[src/rtl/rns_pkg.sv]
// ----------------------------------------------------------------------------
// rns_pkg
// Shared types, widths and helpers for the online-trained ReLU neuron.
// ----------------------------------------------------------------------------
package rns_pkg;

  localparam int NUM_FEATURES = 6;
  localparam int FEAT_W       = 16;
  localparam int WORD_W       = 32;
  localparam int PROD_W       = WORD_W + FEAT_W;
  localparam int SUM_W        = PROD_W + $clog2(NUM_FEATURES);
  localparam int FRAC_SHIFT   = 8;
  localparam int ACC_W        = SUM_W - FRAC_SHIFT + 1;
  localparam int RATE_W       = 24;
  localparam int PRED_W       = 31;
  localparam int SAT_W        = 48;

  localparam logic [RATE_W-1:0] RATE_RESET = RATE_W'(1678);

  localparam logic OP_PREDICT = 1'b0;
  localparam logic OP_TRAIN   = 1'b1;

  typedef logic signed [FEAT_W-1:0] feat_t;
  typedef logic signed [WORD_W-1:0] word_t;
  typedef logic signed [PROD_W-1:0] prod_t;
  typedef logic signed [ACC_W-1:0]  acc_t;
  typedef logic [PRED_W-1:0]        pred_t;
  typedef logic [RATE_W-1:0]        rate_t;
  typedef logic signed [SAT_W-1:0]  wide_t;

  localparam word_t WORD_MAX = 32'sh7FFF_FFFF;
  localparam word_t WORD_MIN = 32'sh8000_0000;
  localparam wide_t WIDE_MAX = 48'sh0000_7FFF_FFFF;
  localparam wide_t WIDE_MIN = 48'shFFFF_8000_0000;
  localparam pred_t PRED_MAX = 31'h7FFF_FFFF;

  typedef struct packed {
    logic mul_en;
    logic sel_step;
    logic upd_en;
  } lane_ctrl_t;

  typedef enum logic [6:0] {
    S_IDLE = 7'b0000001,
    S_MUL  = 7'b0000010,
    S_SUM  = 7'b0000100,
    S_ERR  = 7'b0001000,
    S_STEP = 7'b0010000,
    S_LMUL = 7'b0100000,
    S_UPD  = 7'b1000000
  } state_t;

  function automatic word_t sat_word(input wide_t v);
    word_t r;
    if (v > WIDE_MAX) begin
      r = WORD_MAX;
    end else if (v < WIDE_MIN) begin
      r = WORD_MIN;
    end else begin
      r = v[WORD_W-1:0];
    end
    return r;
  endfunction

endpackage

[src/rtl/rns_lane.sv]
// ----------------------------------------------------------------------------
// rns_lane
// One weight lane: holds a weight, shares one multiplier between the dot
// product term and the update term, and applies the saturating update.
// ----------------------------------------------------------------------------
module rns_lane (
  input  logic                clk,
  input  logic                rst_n,
  input  rns_pkg::lane_ctrl_t ctrl,
  input  rns_pkg::feat_t      feature,
  input  rns_pkg::word_t      step,
  output rns_pkg::prod_t      prod
);
  import rns_pkg::*;

  word_t weight_r, weight_nxt;
  prod_t prod_r, prod_nxt;
  word_t mul_a;
  wide_t upd_sum;

  always_comb begin
    mul_a    = ctrl.sel_step ? step : weight_r;
    prod_nxt = prod_r;
    if (ctrl.mul_en) begin
      prod_nxt = PROD_W'(mul_a) * PROD_W'(feature);
    end
  end

  always_comb begin
    upd_sum    = SAT_W'(weight_r) + SAT_W'($signed(prod_r[PROD_W-1:FRAC_SHIFT]));
    weight_nxt = weight_r;
    if (ctrl.upd_en) begin
      weight_nxt = sat_word(upd_sum);
    end
  end

  always_ff @(posedge clk) begin
    if (!rst_n) begin
      weight_r <= '0;
    end else begin
      weight_r <= weight_nxt;
    end
  end

  always_ff @(posedge clk) begin
    prod_r <= prod_nxt;
  end

  assign prod = prod_r;

endmodule

[config.mk]
export PLATFORM = sky130hd
export DESIGN_NAME = rns_lane
export DESIGN_NICKNAME = d
export VERILOG_FILES = /design/src/rtl/rns_pkg.sv /design/src/rtl/rns_lane.sv
export SDC_FILE = /design/constraint.sdc
export NUM_CORES = 2
export LEC_CHECK = 0
export ABC_AREA = 1
export BUFFER_PORTS_ARGS = -buffer_cell sky130_fd_sc_hd__clkbuf_2
export CORE_UTILIZATION = 55
export DETAILED_ROUTE_END_ITERATION = 12
export PLACE_DENSITY = 0.79
export RECOVER_POWER = 100
export SYNTH_ARGS = -nofsm -noshare
export SYNTH_HDL_FRONTEND = slang
export SYNTH_SLANG_ARGS = --single-unit
[constraint.sdc]
create_clock -name clk -period 6.32 [get_ports clk]
set_input_delay 0.316 -clock clk [delete_from_list [all_inputs] [get_ports clk]]
set_output_delay 0.316 -clock clk [all_outputs]
set_load 0.1 [all_outputs]
==> summary.txt <==
Outcome
  • Status: complete, but fails checks
  • Failing checks: max-capacitance violations, max-slew violations

Finish
  • Fin cells: 4000
  • Area delta synth->final: 17.4%
  • Commonest non-fill, non-tap cell in the layout: inv_1
  • Nets: 4104
  • Layout cells sized above 1: between 10% and 20%
  • Ant. Diodes: 0
  • Most frequent cells in the layout: inv_1, nand2_1, fa_1

Synthesis
  • Sequential share of the synthesized area: 8.68%
  • Post-Synthesis Cell Area: 24000 sq um
  • Post-synth top area share: 40.6%
  • Syn Nets: 3737
  • Synthesized netlist cell count: about 3000
  • Synth top area cells: fa_1, inv_1, nand2_1, ha_1, edfxtp_1
  • Syn Area/Cell: between 7 and 8 sq um
  • Post-synth cell types: 48
  • Yosys warns: 0
  • Seq cells post-synth: 80
  • Area leader, netlist: fa_1

Clock network
  • Max clock buf depth: 2
  • TritonCTS buffer count: 9
  • # H-tree levels: 3
  • Clock sinks: 80
  • Hold-fix buffer count after cts: 0
  • Clock Pin Slew Worst Setup and Hold Paths: 0.06 ns
  • Worst skew pair latency: 0.37 ns
  • CTS root buf: clkbuf_16
  • CTS tree: built

Global routing
  • Initial antenna violation count: 0
  • GRT overflow: 0
  • Wire length of the first global-routing pass: between 100 and 150 mm
  • Total GRT Usage: 33.8%
  • Vias in the first global route: approximately 22000
  • Largest net degree at the start of global routing: 49

Worst hold path
  • Hold_sp: weight_r[13]
  • Hold Path End: weight_r[13]
  • WHS Path Cells: 2
  • Min-Delay Path Class: flip-flop to flip-flop

Setup path
  • CP Class: primary input to flip-flop
  • CP top delay family: adder cells
  • Crit-path max FO: 11
  • Worst R2R Start: weight_r[8]
  • Buf+Inv Stages, Crit Path: 12
  • Startpoint type of the worst setup path: primary input
  • Crit. Startpoint: ctrl[1]
  • Worst reg2reg endpoint: prod[46]
  • FF-to-FF setup slack: 0.09 ns
  • CP max stage cell: fa_2
  • R2r worst-path depth: 25
  • Max stage delay on crit path: 0.58 ns
  • Most frequent CP cell: buf_4
  • Critical Path RT: approximately 6.4 ns
  • Critical Path AT: 6.39 ns
  • Crit end category: flip-flop

Drt
  • Starting DRT DRC Count: about 1800
  • Average wire per standard cell: approximately 18 um
  • TritonRoute pass-1 iters: 5
  • Avg Vias per Cell: 5.31
  • WL final: 73.6 mm
  • Vias: between 20000 and 25000
  • DRC Markers: 0
  • Final ANT Viol Nets: 0

Timing
  • Worst-margin pin slew: 2.80 ns
  • Final setup fails: 0
  • Slew margin rel.: -86.8%
  • Clock skew: 0.0130 ns
  • Slew Limit Fails: 81
  • Min cycle time layout: 6.28 ns
  • Worst hold slack: 0.576 ns
  • Final worst slack: 0.0428 ns
  • Final Cycle Share: a little under 100%
  • RSZ-0062 raised after global routing: true
  • Fmax: 159 MHz
  • Final hold vios: 0

Die
  • Die Span Y: ~210 um
  • Initial Util: 55.7%
  • FP Rows: 76
  • Chip Width: 211 um
  • Core Box Area: 43100 sq um
  • IO Count: 101
  • Die area: approximately 44000 sq um

Placed design
  • Dpl ws: -0.498 ns
  • Final HPWL DP: 62.7 mm
  • Dpl cells: a little under 4000
  • RePlAce Congestion: just over 1
  • Port bufs: 100

Flow run
  • Max_cap viols: 2
==> metrics by stage <==
| step | TNS, ns | instance area (sq um) | utilization [%] |
|---|---|---|---|
| 3_5_place_dp | -9.50 | 27300 | 63.4 |
| 5_1_grt | -1.13 | 28200 | 65.4 |
| 2_1_floorplan | 0 | 24000 | - |
| 6_report | 0 | 28200 | 65.4 |
| 3_3_place_gp | -7.53 | 27300 | 63.4 |
| 4_1_cts | 0 | 27600 | 64.2 |
==> synth_stat cells, drive strengths merged <==
cell type    number
inv             754
nand2           652
fa              487
nor2            347
ha              154
a21oi           135
o21ai            79
clkbuf           62
or2              54
xor2             50
nand3            49
edfxtp           48
xnor2            34
dfxtp            32
a31oi            21
clkinv           19
buf              15
nor3             12
o21bai           10
a21boi            5
a21o              4
nor4              4
o21a              4
nand4             3
and2              2
dlygate4sd3       2
o221ai            2
nand3b            1
o221a             1
o31ai             1
==> logic make-up (layout without fill, tap and decap cells) <==
logic type | Yosys count | after routing | share of synthesized area (%)
and+or+nand+nor | 1124 | 1124 | 19.4
buffers and inverters | 852 | 1224 | 13.7
adders and majority gates | 641 | 641 | 48.7
AOI/OAI and AO/OA | 262 | 262 | 6.51
xor gates and xnor gates | 84 | 84 | 3.10
DFF | 80 | 80 | 8.68
==> sequential cells by signal, summed over array words and instances (netlist names) <==
name	count
prod	48
weight_r	32
==> final cells by class <==
class,count,area (sq um)
timing repair buffer,435,3060
clock buffer,10,239
tap,585,732
sequential,80,2080
inverter,773,2920
multi-input combinational,2111,19100
clock inverter,6,65.1
fill,3554,14900
==> routing by layer <==
| layer | global-route usage (%) | share of wire [%] | vias up |
|---|---|---|---|
| met4 | 17.3 | 6.0 | 0 |
| li1 | - | - | 9637 |
| met2 | 56.4 | 48 | 1008 |
| met3 | 7.08 | 8.7 | 285 |
| met1 | 41.4 | 37 | 10293 |
| met5 | 0 | 0 | - |
==> worst min-delay path, delay by kind of cell (launching register included) <==
kind / cells / cell delay (ns)
AO/OA/AOI/OAI: 2 / 0.19
flip-flops: 1 / 0.35
==> repair_timing <==
item	4_1_cts	5_1_grt
pin swaps	1	39
setup endpoints to repair	17	28
resized for setup	14	149
buffers inserted	0	19
==> worst max path at each step <==
stage,depth (start not counted),slack (ns),endpoint
3_5_place_dp,29,-0.50,prod[27]
2_1_floorplan,28,0.17,prod[31]
4_1_cts,32,0.002,prod[41]
6_report,31,0.04,prod[40]
3_3_place_gp,31,-0.45,prod[46]
5_1_grt,31,-0.11,prod[40]
Power is not shown: default switching activity piles up to over one toggle a cycle in this logic, so the estimate is an artifact.
