## src/rtl/rns_pkg.sv

```systemverilog
// ----------------------------------------------------------------------------
// rns_pkg
// Shared types, widths and helpers for the online-trained ReLU neuron.
// ----------------------------------------------------------------------------
package rns_pkg;

  localparam int NUM_FEATURES = 6;
  localparam int FEAT_W       = 16;
  localparam int WORD_W       = 32;
  localparam int PROD_W       = WORD_W + FEAT_W;
  localparam int SUM_W        = PROD_W + $clog2(NUM_FEATURES);
  localparam int FRAC_SHIFT   = 8;
  localparam int ACC_W        = SUM_W - FRAC_SHIFT + 1;
  localparam int RATE_W       = 24;
  localparam int PRED_W       = 31;
  localparam int SAT_W        = 48;

  localparam logic [RATE_W-1:0] RATE_RESET = RATE_W'(1678);

  localparam logic OP_PREDICT = 1'b0;
  localparam logic OP_TRAIN   = 1'b1;

  typedef logic signed [FEAT_W-1:0] feat_t;
  typedef logic signed [WORD_W-1:0] word_t;
  typedef logic signed [PROD_W-1:0] prod_t;
  typedef logic signed [ACC_W-1:0]  acc_t;
  typedef logic [PRED_W-1:0]        pred_t;
  typedef logic [RATE_W-1:0]        rate_t;
  typedef logic signed [SAT_W-1:0]  wide_t;

  localparam word_t WORD_MAX = 32'sh7FFF_FFFF;
  localparam word_t WORD_MIN = 32'sh8000_0000;
  localparam wide_t WIDE_MAX = 48'sh0000_7FFF_FFFF;
  localparam wide_t WIDE_MIN = 48'shFFFF_8000_0000;
  localparam pred_t PRED_MAX = 31'h7FFF_FFFF;

  typedef struct packed {
    logic mul_en;
    logic sel_step;
    logic upd_en;
  } lane_ctrl_t;

  typedef enum logic [6:0] {
    S_IDLE = 7'b0000001,
    S_MUL  = 7'b0000010,
    S_SUM  = 7'b0000100,
    S_ERR  = 7'b0001000,
    S_STEP = 7'b0010000,
    S_LMUL = 7'b0100000,
    S_UPD  = 7'b1000000
  } state_t;

  function automatic word_t sat_word(input wide_t v);
    word_t r;
    if (v > WIDE_MAX) begin
      r = WORD_MAX;
    end else if (v < WIDE_MIN) begin
      r = WORD_MIN;
    end else begin
      r = v[WORD_W-1:0];
    end
    return r;
  endfunction

endpackage

```

## src/rtl/rns_merge.sv

```systemverilog
// ----------------------------------------------------------------------------
// rns_merge
// Merge stage: sums the lane products, drops the extra fraction bits with
// round-down and adds the bias.
// ----------------------------------------------------------------------------
module rns_merge (
  input  logic           clk,
  input  logic           en,
  input  rns_pkg::prod_t prod [rns_pkg::NUM_FEATURES],
  input  rns_pkg::word_t bias,
  output rns_pkg::acc_t  acc
);
  import rns_pkg::*;

  logic signed [SUM_W-1:0] dot;
  acc_t acc_r, acc_nxt;

  always_comb begin
    dot = '0;
    for (int i = 0; i < NUM_FEATURES; i++) begin
      dot = dot + SUM_W'(prod[i]);
    end
    acc_nxt = ACC_W'($signed(dot[SUM_W-1:FRAC_SHIFT])) + ACC_W'(bias);
  end

  always_ff @(posedge clk) begin
    if (en) begin
      acc_r <= acc_nxt;
    end
  end

  assign acc = acc_r;

endmodule

```

## config.mk

```make
export PLATFORM = sky130hd
export DESIGN_NAME = rns_merge
export DESIGN_NICKNAME = d
export VERILOG_FILES = /design/src/rtl/rns_pkg.sv /design/src/rtl/rns_merge.sv
export SDC_FILE = /design/constraint.sdc
export NUM_CORES = 1
export LEC_CHECK = 0
export ABC_AREA = 1
export BUFFER_PORTS_ARGS = -buffer_cell sky130_fd_sc_hd__buf_4
export CAP_MARGIN = 20
export CORE_ASPECT_RATIO = 0.7
export CORE_MARGIN = 2
export CORE_UTILIZATION = 50
export CTS_CLUSTER_SIZE = 20
export DETAILED_ROUTE_END_ITERATION = 8
export PLACE_DENSITY_LB_ADDON = 0.1
export SYNTH_ARGS = -nofsm -noshare
export SYNTH_HDL_FRONTEND = slang
export SYNTH_SLANG_ARGS = --single-unit
```

## constraint.sdc

```tcl
create_clock -name clk -period 5.8 [get_ports clk]
set_input_delay 1.16 -clock clk [delete_from_list [all_inputs] [get_ports clk]]
set_output_delay 1.16 -clock clk [all_outputs]
set_load 0.005 [all_outputs]
```

==> metrics.txt <==
# TYPE chip_impl_metric gauge
chip_impl_info{name="setup.worst_path.end",value="acc[18]"} 1
chip_impl_info{name="leading_cell_types_in_the_layout_fill_and_taps_excluded",value="669 x buf_4, 546 x inv_1, 284 x nand2_1"} 1
chip_impl_metric{name="sequential_cell_area_fraction_in_the_yosys_report",unit=""} 0.0984
chip_impl_info{name="clock_tree.root_cell",value="clkbuf_16"} 1
chip_impl_metric{name="cts.clk_slew.worst_paths",unit="ps"} 60
chip_impl_info{name="min_path_type",value="input pin to flop"} 1
chip_impl_metric{name="detailedRoute.firstIterationViolations",unit=""} 1640
chip_impl_metric{name="grt_pass1_vias",unit=""} 15000
chip_impl_metric{name="boundaryPins",unit=""} 366
chip_impl_metric{name="maxcap_violations",unit=""} 0
chip_impl_metric{name="multi_input_comb_area",unit="µm²"} 12800
chip_impl_metric{name="clock_sinks",unit=""} 44
chip_impl_metric{name="hold_vio_cnt_final",unit=""} 0
chip_impl_metric{name="detail_route.drc_violations",unit=""} 0
chip_impl_metric{name="hold-worst-slack",unit="ps"} 1180
chip_impl_metric{name="core_area",unit="µm²"} 26600
chip_impl_metric{name="syn-mean-instance-area",unit="µm²"} 6.94
chip_impl_metric{name="post_route_cells_drive_above_1_share",unit=""} 0.477
chip_impl_metric{name="ys_types",unit=""} 36
chip_impl_metric{name="numCtsBuffers",unit=""} 5
chip_impl_info{name="worstSetupStartpoint",value="prod[16]"} 1
chip_impl_metric{name="total_overflow_reported_by_the_global_router",unit=""} 0
chip_impl_metric{name="floorplan.initialDensity",unit=""} 0.505
chip_impl_metric{name="clk_path_buf_depth",unit=""} 2
chip_impl_metric{name="drt_pre_antenna_iters",unit=""} 6
chip_impl_metric{name="timing.max_slew.rel_slack",unit=""} 0.594
chip_impl_metric{name="largest_register_ff_count",unit=""} 44
chip_impl_metric{name="floorplan.rows",unit=""} 50
chip_impl_metric{name="htree_num_levels",unit=""} 2
chip_impl_metric{name="dieWidth",unit="µm"} 200
chip_impl_info{name="failing_checks",value="setup timing"} 1
chip_impl_metric{name="timing.final.ws_setup",unit="ps"} -317
chip_impl_metric{name="worst-endpoint-required",unit="ps"} 5870
chip_impl_info{name="crit_path_end_kind",value="flop"} 1
chip_impl_metric{name="fin_nets",unit=""} 3235
chip_impl_metric{name="area_growth_syn_to_layout",unit="%"} 65.6
chip_impl_info{name="start_kind",value="input pin"} 1
chip_impl_metric{name="netlist_area",unit="µm²"} 13400
chip_impl_metric{name="antenna-diode-count",unit=""} 0
chip_impl_metric{name="timing.hold.worst_path_depth",unit=""} 2
chip_impl_metric{name="post_drt_via_cell_ratio",unit=""} 5.45
chip_impl_metric{name="via_count",unit=""} 16300
chip_impl_metric{name="yosys_warnings",unit=""} 0
chip_impl_metric{name="buffer_ports.inserted",unit=""} 365
chip_impl_metric{name="tightest_slew",unit="ps"} 608
chip_impl_metric{name="fillers",unit=""} 1451
chip_impl_metric{name="flops_latches_synth",unit=""} 44
chip_impl_metric{name="wire_length_of_the_first_global_routing_pass",unit="µm"} 74100
chip_impl_metric{name="synth_cells",unit=""} 1936
chip_impl_metric{name="final-setup-viol-count",unit=""} 28
chip_impl_metric{name="grt_max_degree",unit=""} 45
chip_impl_metric{name="period_share",unit=""} 1.05
chip_impl_metric{name="die_h",unit="µm"} 141
chip_impl_metric{name="floorplan.die_area",unit="µm²"} 28200
chip_impl_metric{name="final.min_clock_period",unit="ps"} 6120
chip_impl_metric{name="instances_no_fill",unit=""} 2992
chip_impl_metric{name="critical_path_peak_fanout",unit=""} 5
chip_impl_metric{name="drtAntennaViolNets",unit=""} 0
chip_impl_info{name="tritoncts_clock_tree",value="built"} 1
chip_impl_metric{name="post_synthesis_net_count",unit=""} 2543
chip_impl_metric{name="gp_weighted_congestion",unit=""} 0.995
chip_impl_metric{name="wl_per_cell",unit="µm"} 19.7
chip_impl_metric{name="routed_wirelength",unit="µm"} 58900
chip_impl_info{name="rsz0062_at_grt",value="true"} 1
chip_impl_metric{name="grt_use_total",unit=""} 0.339
chip_impl_metric{name="data_arrival_critical_path",unit="ps"} 6190
chip_impl_metric{name="antenna_found_initial",unit=""} 0
chip_impl_metric{name="seq_area",unit="µm²"} 1320
chip_impl_info{name="run_status",value="complete, but fails checks"} 1
chip_impl_info{name="critPathKind",value="input pin to flop"} 1
chip_impl_info{name="mostFrequentLayoutCell",value="buf_4"} 1
chip_impl_metric{name="max_freq",unit="GHz"} 0.163
chip_impl_metric{name="detail_placement_hpwl",unit="µm"} 42400
chip_impl_metric{name="timing.final.max_slew_violations",unit=""} 0
chip_impl_metric{name="placed_instances",unit=""} 2945
timing repair:
action,in CTS,in global routing
setup endpoints to repair,31,37
gates resized for setup,136,560
pin swaps,18,208
hold buffers,0,0
buffers inserted,6,34
how the worst min path moves through the flow:
stage | startpoint | end
after floorplan | en | acc[0]
after global placement | bias[0] | acc[0]
after detailed placement | bias[0] | acc[0]
after CTS | bias[0] | acc[0]
after global routing | bias[0] | acc[0]
final | bias[0] | acc[0]
per-layer routing:
metal | track usage | vias up | routed length (µm)
met2 | 0.593 | 1093 | 28900
met1 | 0.465 | 7772 | 21900
met4 | 0.0589 | 0 | 2830
li1 | - | 7158 | -
met3 | 0.0263 | 270 | 5290
met5 | 0 | - | 0
per-stage QoR:
step / area [µm²] / setup TNS, ps / setup slack (ps) / util
2_1_floorplan: 13400 / 0 / 222 / -
3_3_place_gp: 18700 / -13660 / -611 / 0.704
3_5_place_dp: 18700 / -16170 / -706 / 0.704
4_1_cts: 19600 / -293 / -57.7 / 0.737
5_1_grt: 22200 / -7160 / -354 / 0.837
6_report: 22200 / -3630 / -317 / 0.837
cell usage after synthesis:
master / count / area (µm²)
nor2_2: 14 / 87.6
nor4_1: 2 / 12.5
o21bai_2: 2 / 22.5
nand2b_1: 1 / 6.26
nor2_1: 155 / 582
o211ai_2: 1 / 12.5
edfxtp_1: 44 / 1320
nand4_1: 25 / 156
o211ai_1: 4 / 30.0
nor2_4: 5 / 56.3
o21ai_2: 3 / 26.3
nand3_1: 69 / 345
ha_1: 92 / 1150
o21ai_1: 6 / 30.0
a21oi_4: 1 / 16.3
o21ai_0: 62 / 310
inv_2: 13 / 48.8
nand3b_1: 3 / 22.5
nor3_4: 1 / 16.3
xor2_1: 43 / 377
nand2_1: 400 / 1500
nand2_2: 20 / 125
o21bai_1: 7 / 52.6
inv_1: 588 / 2210
nor4_2: 1 / 12.5
a21oi_1: 127 / 636
nor3_2: 7 / 70.1
nand3_2: 4 / 40.0
xnor2_1: 7 / 61.3
a31oi_1: 2 / 12.5
a21boi_0: 3 / 22.5
nor3_1: 15 / 75.1
o21a_1: 8 / 60.1
fa_1: 193 / 3860
a21oi_2: 1 / 8.76
a21o_1: 7 / 52.6
worst max-delay path, stage by stage:
cell	delay (ps)
buf_4	80
inv_1	50
fa_1	550
inv_1	90
fa_1	500
inv_1	70
fa_1	520
inv_2	50
ha_4	240
buf_12	140
a21oi_4	200
o21ai_2	120
a21oi_2	250
nand2_2	130
buf_4	160
xor2_1	140
buf_4	150
ha_2	390
nand2_2	110
o21ai_1	260
inv_1	120
nand2_2	170
nand2_1	120
nand2_1	110
xor2_1	310
logic make-up (layout without fill, tap and decap cells):
logic type	after synthesis	after routing	share of synthesized area
simple gates	722	722	0.231
buf+inv	601	1293	0.168
fa+ha+maj	285	285	0.373
compound gates	234	234	0.0962
xor+xnor	50	50	0.0326
flops	44	44	0.0984
cell type report:
| class | count | share of cell area |
|---|---|---|
| clock buffer | 5 | 0.00562 |
| tap | 364 | 0.0205 |
| timing repair buffer | 685 | 0.235 |
| multi-input combinational | 1291 | 0.575 |
| inverter | 601 | 0.102 |
| sequential | 44 | 0.0594 |
| clock inverter | 2 | 0.00270 |
Power is not shown: default switching activity piles up to over one toggle a cycle in this logic, so the estimate is an artifact.
